===== config.mk =====
export PLATFORM = sky130hd
export DESIGN_NAME = stun_response_parser_top
export DESIGN_NICKNAME = d
export VERILOG_FILES = /design/src/hdl/stunrp_pkg.sv /design/src/hdl/stun_response_parser_top.sv
export SDC_FILE = /design/constraint.sdc
export NUM_CORES = 1
export LEC_CHECK = 0
export BUFFER_PORTS_ARGS = -buffer_cell sky130_fd_sc_hd__buf_4
export CAP_MARGIN = 20
export CORE_ASPECT_RATIO = 0.9
export CORE_MARGIN = 2
export CORE_UTILIZATION = 45
export CTS_CLUSTER_DIAMETER = 40
export DETAILED_ROUTE_END_ITERATION = 6
export GPL_TIMING_DRIVEN = 0
export PLACE_DENSITY = 0.62
export SYNTH_ARGS = -nofsm -noshare
export SYNTH_HDL_FRONTEND = slang
export SYNTH_SLANG_ARGS = --single-unit

===== constraint.sdc =====
create_clock -name clk -period 50.5 [get_ports clk]
set_clock_uncertainty 0.2 [all_clocks]
set_input_delay 12.625 -clock clk [delete_from_list [all_inputs] [get_ports clk]]
set_output_delay 12.625 -clock clk [all_outputs]
set_load 0.005 [all_outputs]

===== src/hdl/stunrp_pkg.sv =====
// Shared types and protocol constants for the STUN response parser.
`timescale 1ns / 1ps
`default_nettype none

package stunrp_pkg;

  localparam logic [31:0] MAGIC_COOKIE  = 32'h2112_A442;
  localparam logic [15:0] T_BIND_OK     = 16'h0101;
  localparam logic [15:0] T_ALLOC_OK    = 16'h0103;
  localparam logic [15:0] A_XOR_MAPPED  = 16'h0020;
  localparam logic [15:0] A_MAPPED      = 16'h0001;
  localparam logic [15:0] A_XOR_RELAYED = 16'h0016;
  localparam logic [15:0] A_LIFETIME    = 16'h000D;
  localparam logic [7:0]  FAMILY_IPV4   = 8'h01;

  localparam int HDR_BYTES = 20;

  typedef enum logic [1:0] {
    PH_HEADER   = 2'd0,
    PH_ATTR_HDR = 2'd1,
    PH_VALUE    = 2'd2,
    PH_PAD      = 2'd3
  } phase_t;

  typedef enum logic [2:0] {
    ST_BIND_FOUND   = 3'd0,
    ST_ALLOC        = 3'd1,
    ST_SHORT        = 3'd2,
    ST_BAD_COOKIE   = 3'd3,
    ST_OTHER_TYPE   = 3'd4,
    ST_BIND_NO_ADDR = 3'd5
  } status_t;

endpackage

`default_nettype wire


===== src/hdl/stun_response_parser_top.sv =====
// STUN/TURN response parser: byte-stream header check, attribute walk, result register.
// Latency: a result beat is valid the cycle after the last byte of a datagram is accepted.
// Throughput: one byte per clock; every byte updates the parse state in the cycle it
//   is accepted, so only a last byte can stall, and only while an earlier result is held.
// Reset: rst (synchronous, active high) clears the parse state and drops out_valid.
// After each result the parse state returns to its reset values for the next datagram.
`timescale 1ns / 1ps
`default_nettype none

module stun_response_parser_top
  import stunrp_pkg::*;
#(
  parameter int MAX_MESSAGE_BYTES = 2048
) (
  input  wire logic        clk,
  input  wire logic        rst,
  // byte beats
  input  wire logic        in_valid,
  output logic             in_ready,
  input  wire logic [7:0]  data_byte,
  input  wire logic        last_byte,
  // result beats
  output logic             out_valid,
  input  wire logic        out_ready,
  output logic [2:0]       status,
  output logic [15:0]      message_type,
  output logic [31:0]      mapped_ip,
  output logic [15:0]      mapped_port,
  output logic             mapped_valid,
  output logic [31:0]      relayed_ip,
  output logic [15:0]      relayed_port,
  output logic             relayed_valid,
  output logic [31:0]      lifetime_seconds,
  output logic             lifetime_valid,
  output logic [31:0]      txid_high,
  output logic [63:0]      txid_low
);

  // byte offset saturates at MAX_MESSAGE_BYTES; later bytes are dropped
  localparam int OFF_W = $clog2(MAX_MESSAGE_BYTES + 1);
  localparam logic [OFF_W-1:0] OFF_MAX = OFF_W'(MAX_MESSAGE_BYTES);

  // ---------------------------------------------------------------------------
  // Parse state
  // ---------------------------------------------------------------------------
  logic [OFF_W-1:0] byte_offset, byte_offset_next;
  logic [15:0]      header_type, header_type_next;
  logic [15:0]      header_length, header_length_next;
  logic [31:0]      cookie_shift, cookie_shift_next;
  logic [31:0]      txid_upper_reg, txid_upper_reg_next;
  logic [63:0]      txid_lower_reg, txid_lower_reg_next;
  phase_t           attr_phase, attr_phase_next;
  logic [15:0]      attr_type_reg, attr_type_reg_next;
  logic [15:0]      attr_length_reg, attr_length_reg_next;
  logic [15:0]      attr_byte_count, attr_byte_count_next;
  logic [63:0]      value_shift, value_shift_next;
  logic             walk_stopped, walk_stopped_next;

  // kept attribute results
  logic [31:0]      map_ip, map_ip_next;
  logic [15:0]      map_port, map_port_next;
  logic             map_vld, map_vld_next;
  logic [31:0]      rel_ip, rel_ip_next;
  logic [15:0]      rel_port, rel_port_next;
  logic             rel_vld, rel_vld_next;
  logic [31:0]      life_sec, life_sec_next;
  logic             life_vld, life_vld_next;

  // ---------------------------------------------------------------------------
  // Handshake: non-last bytes never produce a beat, so they flow even while a
  // result is held. A last byte waits for the result register to free up.
  // ---------------------------------------------------------------------------
  logic in_fire, take_byte, in_walk, load_result;

  assign in_ready    = !out_valid || out_ready || !last_byte;
  assign in_fire     = in_valid && in_ready;
  assign take_byte   = in_fire && (byte_offset < OFF_MAX);
  assign in_walk     = take_byte && (byte_offset >= OFF_W'(HDR_BYTES)) && !walk_stopped;
  assign load_result = in_fire && last_byte;

  // ---------------------------------------------------------------------------
  // Attribute walk helpers
  // ---------------------------------------------------------------------------
  logic [15:0] cnt_inc;
  logic [15:0] type_shifted, len_shifted;
  logic [63:0] value_new;
  logic        hdr_stop, hdr_done, val_done, pad_done;
  logic [1:0]  pad;

  assign cnt_inc      = attr_byte_count + 16'd1;
  assign type_shifted = (attr_byte_count < 16'd2) ? {attr_type_reg[7:0], data_byte}
                                                  : attr_type_reg;
  assign len_shifted  = (attr_byte_count >= 16'd2) ? {attr_length_reg[7:0], data_byte}
                                                   : attr_length_reg;
  assign value_new    = (attr_byte_count < 16'd8) ? {value_shift[55:0], data_byte}
                                                  : value_shift;
  // stop when the next attribute header would run past the declared length
  assign hdr_stop     = (attr_byte_count == 16'd0) &&
                        ((18'(byte_offset) + 18'd4) > (18'(HDR_BYTES) + 18'(header_length)));
  assign hdr_done     = (cnt_inc == 16'd4);
  assign val_done     = (cnt_inc == attr_length_reg);
  assign pad          = 2'd0 - attr_length_reg[1:0];
  assign pad_done     = (cnt_inc >= {14'd0, pad});

  // decode of the attribute that completes on this byte
  logic        addr_ok;
  logic [15:0] plain_port, xor_port;
  logic [31:0] plain_ip, xor_ip, life_val;
  logic        is_bind_hdr;

  assign addr_ok     = (attr_length_reg >= 16'd8) && (value_new[55:48] == FAMILY_IPV4);
  assign plain_port  = value_new[47:32];
  assign plain_ip    = value_new[31:0];
  assign xor_port    = plain_port ^ MAGIC_COOKIE[31:16];
  assign xor_ip      = plain_ip ^ MAGIC_COOKIE;
  assign is_bind_hdr = (header_type == T_BIND_OK);

  // lifetime takes the first four value bytes, at most eight are held
  always_comb begin
    if (attr_length_reg >= 16'd8) begin
      life_val = value_new[63:32];
    end else begin
      case (attr_length_reg[1:0])
        2'd0:    life_val = value_new[31:0];
        2'd1:    life_val = value_new[39:8];
        2'd2:    life_val = value_new[47:16];
        default: life_val = value_new[55:24];
      endcase
    end
  end

  // ---------------------------------------------------------------------------
  // Phase next state
  // ---------------------------------------------------------------------------
  always_comb begin
    attr_phase_next = attr_phase;
    if (take_byte && (byte_offset == OFF_W'(HDR_BYTES - 1))) begin
      attr_phase_next = PH_ATTR_HDR;
    end else if (in_walk) begin
      unique case (attr_phase)
        PH_HEADER: attr_phase_next = PH_HEADER;
        PH_ATTR_HDR: begin
          if (!hdr_stop && hdr_done && (len_shifted != 16'd0)) begin
            attr_phase_next = PH_VALUE;
          end
        end
        PH_VALUE: begin
          if (val_done) begin
            attr_phase_next = (pad != 2'd0) ? PH_PAD : PH_ATTR_HDR;
          end
        end
        PH_PAD: begin
          if (pad_done) begin
            attr_phase_next = PH_ATTR_HDR;
          end
        end
        default: attr_phase_next = PH_HEADER;
      endcase
    end
  end

  // ---------------------------------------------------------------------------
  // Datapath next state
  // ---------------------------------------------------------------------------
  always_comb begin
    byte_offset_next     = byte_offset;
    header_type_next     = header_type;
    header_length_next   = header_length;
    cookie_shift_next    = cookie_shift;
    txid_upper_reg_next  = txid_upper_reg;
    txid_lower_reg_next  = txid_lower_reg;
    attr_type_reg_next   = attr_type_reg;
    attr_length_reg_next = attr_length_reg;
    attr_byte_count_next = attr_byte_count;
    value_shift_next     = value_shift;
    walk_stopped_next    = walk_stopped;
    map_ip_next          = map_ip;
    map_port_next        = map_port;
    map_vld_next         = map_vld;
    rel_ip_next          = rel_ip;
    rel_port_next        = rel_port;
    rel_vld_next         = rel_vld;
    life_sec_next        = life_sec;
    life_vld_next        = life_vld;

    if (take_byte) begin
      byte_offset_next = byte_offset + OFF_W'(1);
      if (byte_offset < OFF_W'(2)) begin
        header_type_next = {header_type[7:0], data_byte};
      end else if (byte_offset < OFF_W'(4)) begin
        header_length_next = {header_length[7:0], data_byte};
      end else if (byte_offset < OFF_W'(8)) begin
        cookie_shift_next = {cookie_shift[23:0], data_byte};
      end else if (byte_offset < OFF_W'(12)) begin
        txid_upper_reg_next = {txid_upper_reg[23:0], data_byte};
      end else if (byte_offset < OFF_W'(HDR_BYTES)) begin
        txid_lower_reg_next = {txid_lower_reg[55:0], data_byte};
      end
    end

    if (in_walk) begin
      unique case (attr_phase)
        PH_HEADER: begin
        end
        PH_ATTR_HDR: begin
          if (hdr_stop) begin
            walk_stopped_next = 1'b1;
          end else begin
            attr_type_reg_next   = type_shifted;
            attr_length_reg_next = len_shifted;
            attr_byte_count_next = cnt_inc;
            if (hdr_done) begin
              attr_byte_count_next = 16'd0;
              value_shift_next     = 64'd0;
              // a zero-length attribute carries nothing to keep
              if (len_shifted == 16'd0) begin
                attr_type_reg_next = 16'd0;
              end
            end
          end
        end
        PH_VALUE: begin
          value_shift_next     = value_new;
          attr_byte_count_next = cnt_inc;
          if (val_done) begin
            attr_byte_count_next = 16'd0;
            attr_type_reg_next   = 16'd0;
            if (pad == 2'd0) begin
              attr_length_reg_next = 16'd0;
            end
            if (is_bind_hdr) begin
              // first usable reflexive address wins and ends the walk
              if (addr_ok && (attr_type_reg == A_XOR_MAPPED ||
                              attr_type_reg == A_MAPPED)) begin
                map_vld_next      = 1'b1;
                walk_stopped_next = 1'b1;
                if (attr_type_reg == A_XOR_MAPPED) begin
                  map_ip_next   = xor_ip;
                  map_port_next = xor_port;
                end else begin
                  map_ip_next   = plain_ip;
                  map_port_next = plain_port;
                end
              end
            end else if (attr_type_reg == A_XOR_RELAYED && addr_ok) begin
              rel_vld_next  = 1'b1;
              rel_ip_next   = xor_ip;
              rel_port_next = xor_port;
            end else if (attr_type_reg == A_XOR_MAPPED && addr_ok) begin
              map_vld_next  = 1'b1;
              map_ip_next   = xor_ip;
              map_port_next = xor_port;
            end else if (attr_type_reg == A_LIFETIME && attr_length_reg >= 16'd4) begin
              life_vld_next = 1'b1;
              life_sec_next = life_val;
            end
          end
        end
        PH_PAD: begin
          attr_byte_count_next = cnt_inc;
          if (pad_done) begin
            attr_byte_count_next = 16'd0;
            attr_length_reg_next = 16'd0;
          end
        end
        default: begin
        end
      endcase
    end
  end

  // ---------------------------------------------------------------------------
  // Result beat built from the state as it stands after the last byte
  // ---------------------------------------------------------------------------
  status_t     res_status;
  logic [15:0] res_type;
  logic [31:0] res_map_ip, res_rel_ip, res_life, res_txid_hi;
  logic [15:0] res_map_port, res_rel_port;
  logic        res_map_vld, res_rel_vld, res_life_vld;
  logic [63:0] res_txid_lo;

  always_comb begin
    res_status   = ST_SHORT;
    res_type     = 16'd0;
    res_map_ip   = 32'd0;
    res_map_port = 16'd0;
    res_map_vld  = 1'b0;
    res_rel_ip   = 32'd0;
    res_rel_port = 16'd0;
    res_rel_vld  = 1'b0;
    res_life     = 32'd0;
    res_life_vld = 1'b0;
    res_txid_hi  = 32'd0;
    res_txid_lo  = 64'd0;
    if (byte_offset_next >= OFF_W'(HDR_BYTES)) begin
      res_type    = header_type_next;
      res_txid_hi = txid_upper_reg_next;
      res_txid_lo = txid_lower_reg_next;
      if (cookie_shift_next != MAGIC_COOKIE) begin
        res_status = ST_BAD_COOKIE;
      end else if (header_type_next == T_BIND_OK || header_type_next == T_ALLOC_OK) begin
        if (map_vld_next) begin
          res_map_ip   = map_ip_next;
          res_map_port = map_port_next;
          res_map_vld  = 1'b1;
        end
        if (header_type_next == T_BIND_OK) begin
          res_status = map_vld_next ? ST_BIND_FOUND : ST_BIND_NO_ADDR;
        end else begin
          res_status = ST_ALLOC;
          if (rel_vld_next) begin
            res_rel_ip   = rel_ip_next;
            res_rel_port = rel_port_next;
            res_rel_vld  = 1'b1;
          end
          if (life_vld_next) begin
            res_life     = life_sec_next;
            res_life_vld = 1'b1;
          end
        end
      end else begin
        res_status = ST_OTHER_TYPE;
      end
    end
  end

  // ---------------------------------------------------------------------------
  // Registers
  // ---------------------------------------------------------------------------
  // parse state: cleared by reset and after every datagram
  always_ff @(posedge clk) begin
    if (rst || load_result) begin
      byte_offset     <= '0;
      header_type     <= '0;
      header_length   <= '0;
      cookie_shift    <= '0;
      txid_upper_reg  <= '0;
      txid_lower_reg  <= '0;
      attr_phase      <= PH_HEADER;
      attr_type_reg   <= '0;
      attr_length_reg <= '0;
      attr_byte_count <= '0;
      value_shift     <= '0;
      walk_stopped    <= 1'b0;
      map_ip          <= '0;
      map_port        <= '0;
      map_vld         <= 1'b0;
      rel_ip          <= '0;
      rel_port        <= '0;
      rel_vld         <= 1'b0;
      life_sec        <= '0;
      life_vld        <= 1'b0;
    end else if (in_fire) begin
      byte_offset     <= byte_offset_next;
      header_type     <= header_type_next;
      header_length   <= header_length_next;
      cookie_shift    <= cookie_shift_next;
      txid_upper_reg  <= txid_upper_reg_next;
      txid_lower_reg  <= txid_lower_reg_next;
      attr_phase      <= attr_phase_next;
      attr_type_reg   <= attr_type_reg_next;
      attr_length_reg <= attr_length_reg_next;
      attr_byte_count <= attr_byte_count_next;
      value_shift     <= value_shift_next;
      walk_stopped    <= walk_stopped_next;
      map_ip          <= map_ip_next;
      map_port        <= map_port_next;
      map_vld         <= map_vld_next;
      rel_ip          <= rel_ip_next;
      rel_port        <= rel_port_next;
      rel_vld         <= rel_vld_next;
      life_sec        <= life_sec_next;
      life_vld        <= life_vld_next;
    end
  end

  // result beat holder
  always_ff @(posedge clk) begin
    if (rst) begin
      out_valid <= 1'b0;
    end else if (load_result) begin
      out_valid <= 1'b1;
    end else if (out_ready) begin
      out_valid <= 1'b0;
    end
  end

  always_ff @(posedge clk) begin
    if (load_result) begin
      status           <= res_status;
      message_type     <= res_type;
      mapped_ip        <= res_map_ip;
      mapped_port      <= res_map_port;
      mapped_valid     <= res_map_vld;
      relayed_ip       <= res_rel_ip;
      relayed_port     <= res_rel_port;
      relayed_valid    <= res_rel_vld;
      lifetime_seconds <= res_life;
      lifetime_valid   <= res_life_vld;
      txid_high        <= res_txid_hi;
      txid_low         <= res_txid_lo;
    end
  end

`ifndef SYNTHESIS
  // a last byte always leaves a result beat behind it
  assert property (@(posedge clk) disable iff (rst)
    (in_valid && in_ready && last_byte) |=> out_valid)
    else $error("no result beat after last byte");

  // a new result beat only follows a last byte
  assert property (@(posedge clk) disable iff (rst)
    (out_valid && !$past(out_valid)) |-> $past(in_valid && in_ready && last_byte))
    else $error("result beat without last byte");

  // short datagrams carry nothing but the status
  assert property (@(posedge clk) disable iff (rst)
    (out_valid && status == ST_SHORT) |->
      (!mapped_valid && !relayed_valid && !lifetime_valid && message_type == 16'd0))
    else $error("short result carries fields");

  // relayed address and lifetime belong to allocate results only
  assert property (@(posedge clk) disable iff (rst)
    (out_valid && (relayed_valid || lifetime_valid)) |-> (status == ST_ALLOC))
    else $error("allocate fields on non-allocate result");

  // the walk can only stop once the header is through
  assert property (@(posedge clk) disable iff (rst)
    walk_stopped |-> (attr_phase != PH_HEADER))
    else $error("walk stopped during header");
`endif

endmodule

`default_nettype wire


==> summary.md <==
| Metric | Value |
|---|---|
| Synth area leaders | `dfxtp_1 (29%), edfxtp_1 (26%), nor2_1 (6.7%), mux2i_1 (6.2%), a21oi_1 (5.5%)` |
| DR WL/cell | `23.1 um` |
| Leading area contributor after synthesis | `dfxtp_1` |
| Post-Syn Area | `28700 sq um` |
| CP Capture Type | `primary output` |
| Nets | `3447` |
| Synth top area share | `29.2%` |
| Final TNS setup | `0 ps` |
| Port Buf Inserts | `260` |
| Maximum Capacitance Violations | `0` |
| RSZ-0062 raised after global routing | `false` |
| GRT met2 Usage | `46.1%` |
| Post-CTS sizing | `0` |
| CP max FO | `8` |
| Final hold violations | `0` |
| Die W | `270 um` |
| Clk buf depth | `3` |
| Post-CTS setup buffers | `0` |
| H-tree depth | `3` |
| Vias | `25000` |
| Syn avg cell area | `9.45 sq um` |
| Synth warn | `0` |
| Cell row count | `87` |
| HPWL after DPL | `75.0 mm` |
| Vias in the first global route | `24200` |
| Least-Margin Pin Slew | `1230 ps` |
| CP peak stage delay | `300 ps` |
| Max VDD drop | `0.0000283 V` |
| CORE AREA | `62900 sq um` |
| Clock slew at reported path FFs | `60 ps` |
| Data required time of the critical path | `37680 ps` |
| Ports | `261` |
| Period minus WS final | `26090 ps` |
| Crit-path cells | `buf_4, nand3b_1, buf_4` |
| Layout cell share with drive strength beyond 1 | `14.6%` |
| M3 GR Usage | `5.62%` |
| DRT Pass-1 Iters | `6` |
| Die height | `244 um` |
| Met1 GRT Util | `42.1%` |
| Initial detailed-routing violation count | `2800` |
| Crit. Startpoint | `out_ready` |
| Total Power | `1.27 mW` |
| Area Growth Syn to Fin | `22.6%` |
| Power Dens Cells | `36.1 nW/um^2` |
| GR peak layer | `met2` |
| Cell variety after synth | `77` |
| FFs w/ async S/R, synth | `0%` |
| Min-Delay Path Class | `reg -> reg` |
| Dominant synthesized flop cell | `dfxtp_1` |
| Total grt overflow | `0` |
| Min-delay src | `life_sec[31]` |
| CTS sink cnt | `665` |
| Initial antenna violation count | `3` |
| Non-filler cells, final | `4330` |
| Fmax | `38.3 MHz` |
| Die footprint | `65800 sq um` |
| Final Slew Violations | `0` |
| Startpoint Class | `input pin` |
| First-pass GRT wire length | `149 mm` |
| Status | `completed` |
| Drc violations | `0` |
| EDFF count, synth | `246` |
| DR vias/cell | `5.77` |
| Register area share after synthesis | `55.0%` |
| Root buffer cell | `clkbuf_16` |
| Cells after DPL | `4153` |
| Hold-fix buffer count after cts | `0` |
| CP max-delay cell | `nand3b_1` |
| CTS Buf Count | `92` |
| GRT Util Overall | `29.7%` |
| CTS tree | `yes` |
| CP arrival | `13260 ps` |
| Most frequent cell on the critical path | `buf_4` |
| Initial Util | `45.6%` |
| Relative slew slack | `18.3%` |
| Clk_lat worst skew | `660 ps` |
| Final period utilization | `51.7%` |
| Post-DRT Antenna Nets | `0` |
| P_leak | `12.2 nW` |
| Setup violations, final | `0` |
| Number of synthesized register bits | `665` |
| Largest net degree at the start of global routing | `37` |
| Post-Syn Nets | `3078` |
| Gp weighted congestion | `0.975` |
| Routed wire length | `100 mm` |
| CP Class | `in -> out` |
| Syn Inst Count | `3036` |
| Critical R2R Launch | `attr_byte_count[10]` |
routing by layer:
metal	share of wire, %	vias up
met5	0	-
met4	2.9	0
met3	7.3	176
met2	45	1023
met1	45	12300
li1	-	11500
cells in the final DEF, fill, tap and decap left out, types with 22 or more instances in the layout:
cell type | synthesis | routed
nor2_1 | 509 | 509
dfxtp_1 | 419 | 419
nand2_1 | 410 | 410
a21oi_1 | 313 | 313
buf_4 | 4 | 265
edfxtp_1 | 246 | 246
clkbuf_1 | 182 | 192
mux2i_1 | 179 | 179
nand3_1 | 103 | 103
clkbuf_16 | 0 | 92
o21ai_0 | 62 | 62
nor3_1 | 60 | 60
nand4_1 | 33 | 33
xnor2_1 | 32 | 32
buf_2 | 29 | 30
a22oi_1 | 30 | 30
ha_1 | 29 | 29
nor4_1 | 27 | 27
inv_1 | 25 | 25
a32o_1 | 25 | 25
a211oi_1 | 22 | 22
area by class of cell:
cell class	instances	area (sq um)
fillers	5628	27700
flip-flops and latches	665	15800
multi-input cells	2116	11900
clock buffers	106	2390
repair buffers	275	2220
well taps	845	1060
plain buffers	230	915
clock inverters	67	802
inverters	25	93.8
diodes	1	2.50
synthesized netlist by cell type (7+ instances only):
library cell and count:
or2_2 7, a22oi_1 30, a211oi_1 22, dfxtp_1 419, nor2_1 509, clkbuf_1 182
xor2_1 19, ha_1 29, or4_1 9, mux2_2 19, a21oi_1 313, nor3_1 60
or3_1 9, xnor2_1 32, nor4_1 27, buf_1 15, nor2b_1 18, edfxtp_1 246
mux2i_1 179, a22o_1 17, a32o_1 25, nand2_1 410, a221o_1 9, nand2b_1 12
nand3_1 103, and4_1 9, and2_1 10, a21o_1 13, o21ai_0 62, a222oi_1 17
a31oi_1 16, inv_1 25, nand4_1 33, buf_2 29, and3_1 13
kinds of logic (layout without fill, tap and decap cells):
family / after synthesis / in the layout / synth area share, %
XOR/XNOR: 51 / 51 / 1.56
buffers and inverters: 255 / 703 / 3.51
adder cells (fa/ha/maj): 29 / 29 / 1.26
AND/OR/NAND/NOR: 1258 / 1258 / 19.2
multiplexers: 198 / 198 / 6.99
other: 0 / 1 / 0
AO/OA/AOI/OAI: 580 / 580 / 12.5
flip-flops: 665 / 665 / 55.0
power breakdown:
| part | total [mW] | internal, mW | switching (mW) |
|---|---|---|---|
| combinational | 0.0451 | 0.0166 | 0.0285 |
| clock | 0.659 | 0.389 | 0.270 |
| sequential | 0.568 | 0.564 | 0.00395 |
critical path: cells and delay by family:
family,cells,cell delay (ps)
AND/OR/NAND/NOR,1,300
buffers and inverters,2,340
final timing paths:
check	end	slack, ps	cells past startpoint
setup / recovery	in_ready	24410	3
hold / removal	life_sec[31]	250	2
setup reg to reg	lifetime_seconds[13]	44990	11
hold reg to reg	life_sec[31]	250	2
through the flow:
stage / util, % / setup WS [ps] / area (sq um) / hold WS [ps]
after CTS: 55.8 / 24400 / 35100 / 247
final: 55.9 / 24410 / 35200 / 253
after detailed placement: 50.8 / 24400 / 31900 / 246
after global routing: 55.9 / 24360 / 35200 / 276
after global placement: 50.4 / 17980 / 31700 / 237
after floorplan: - / 24330 / 28700 / 227
No activity file was read; power rests on OpenSTA's default activity.
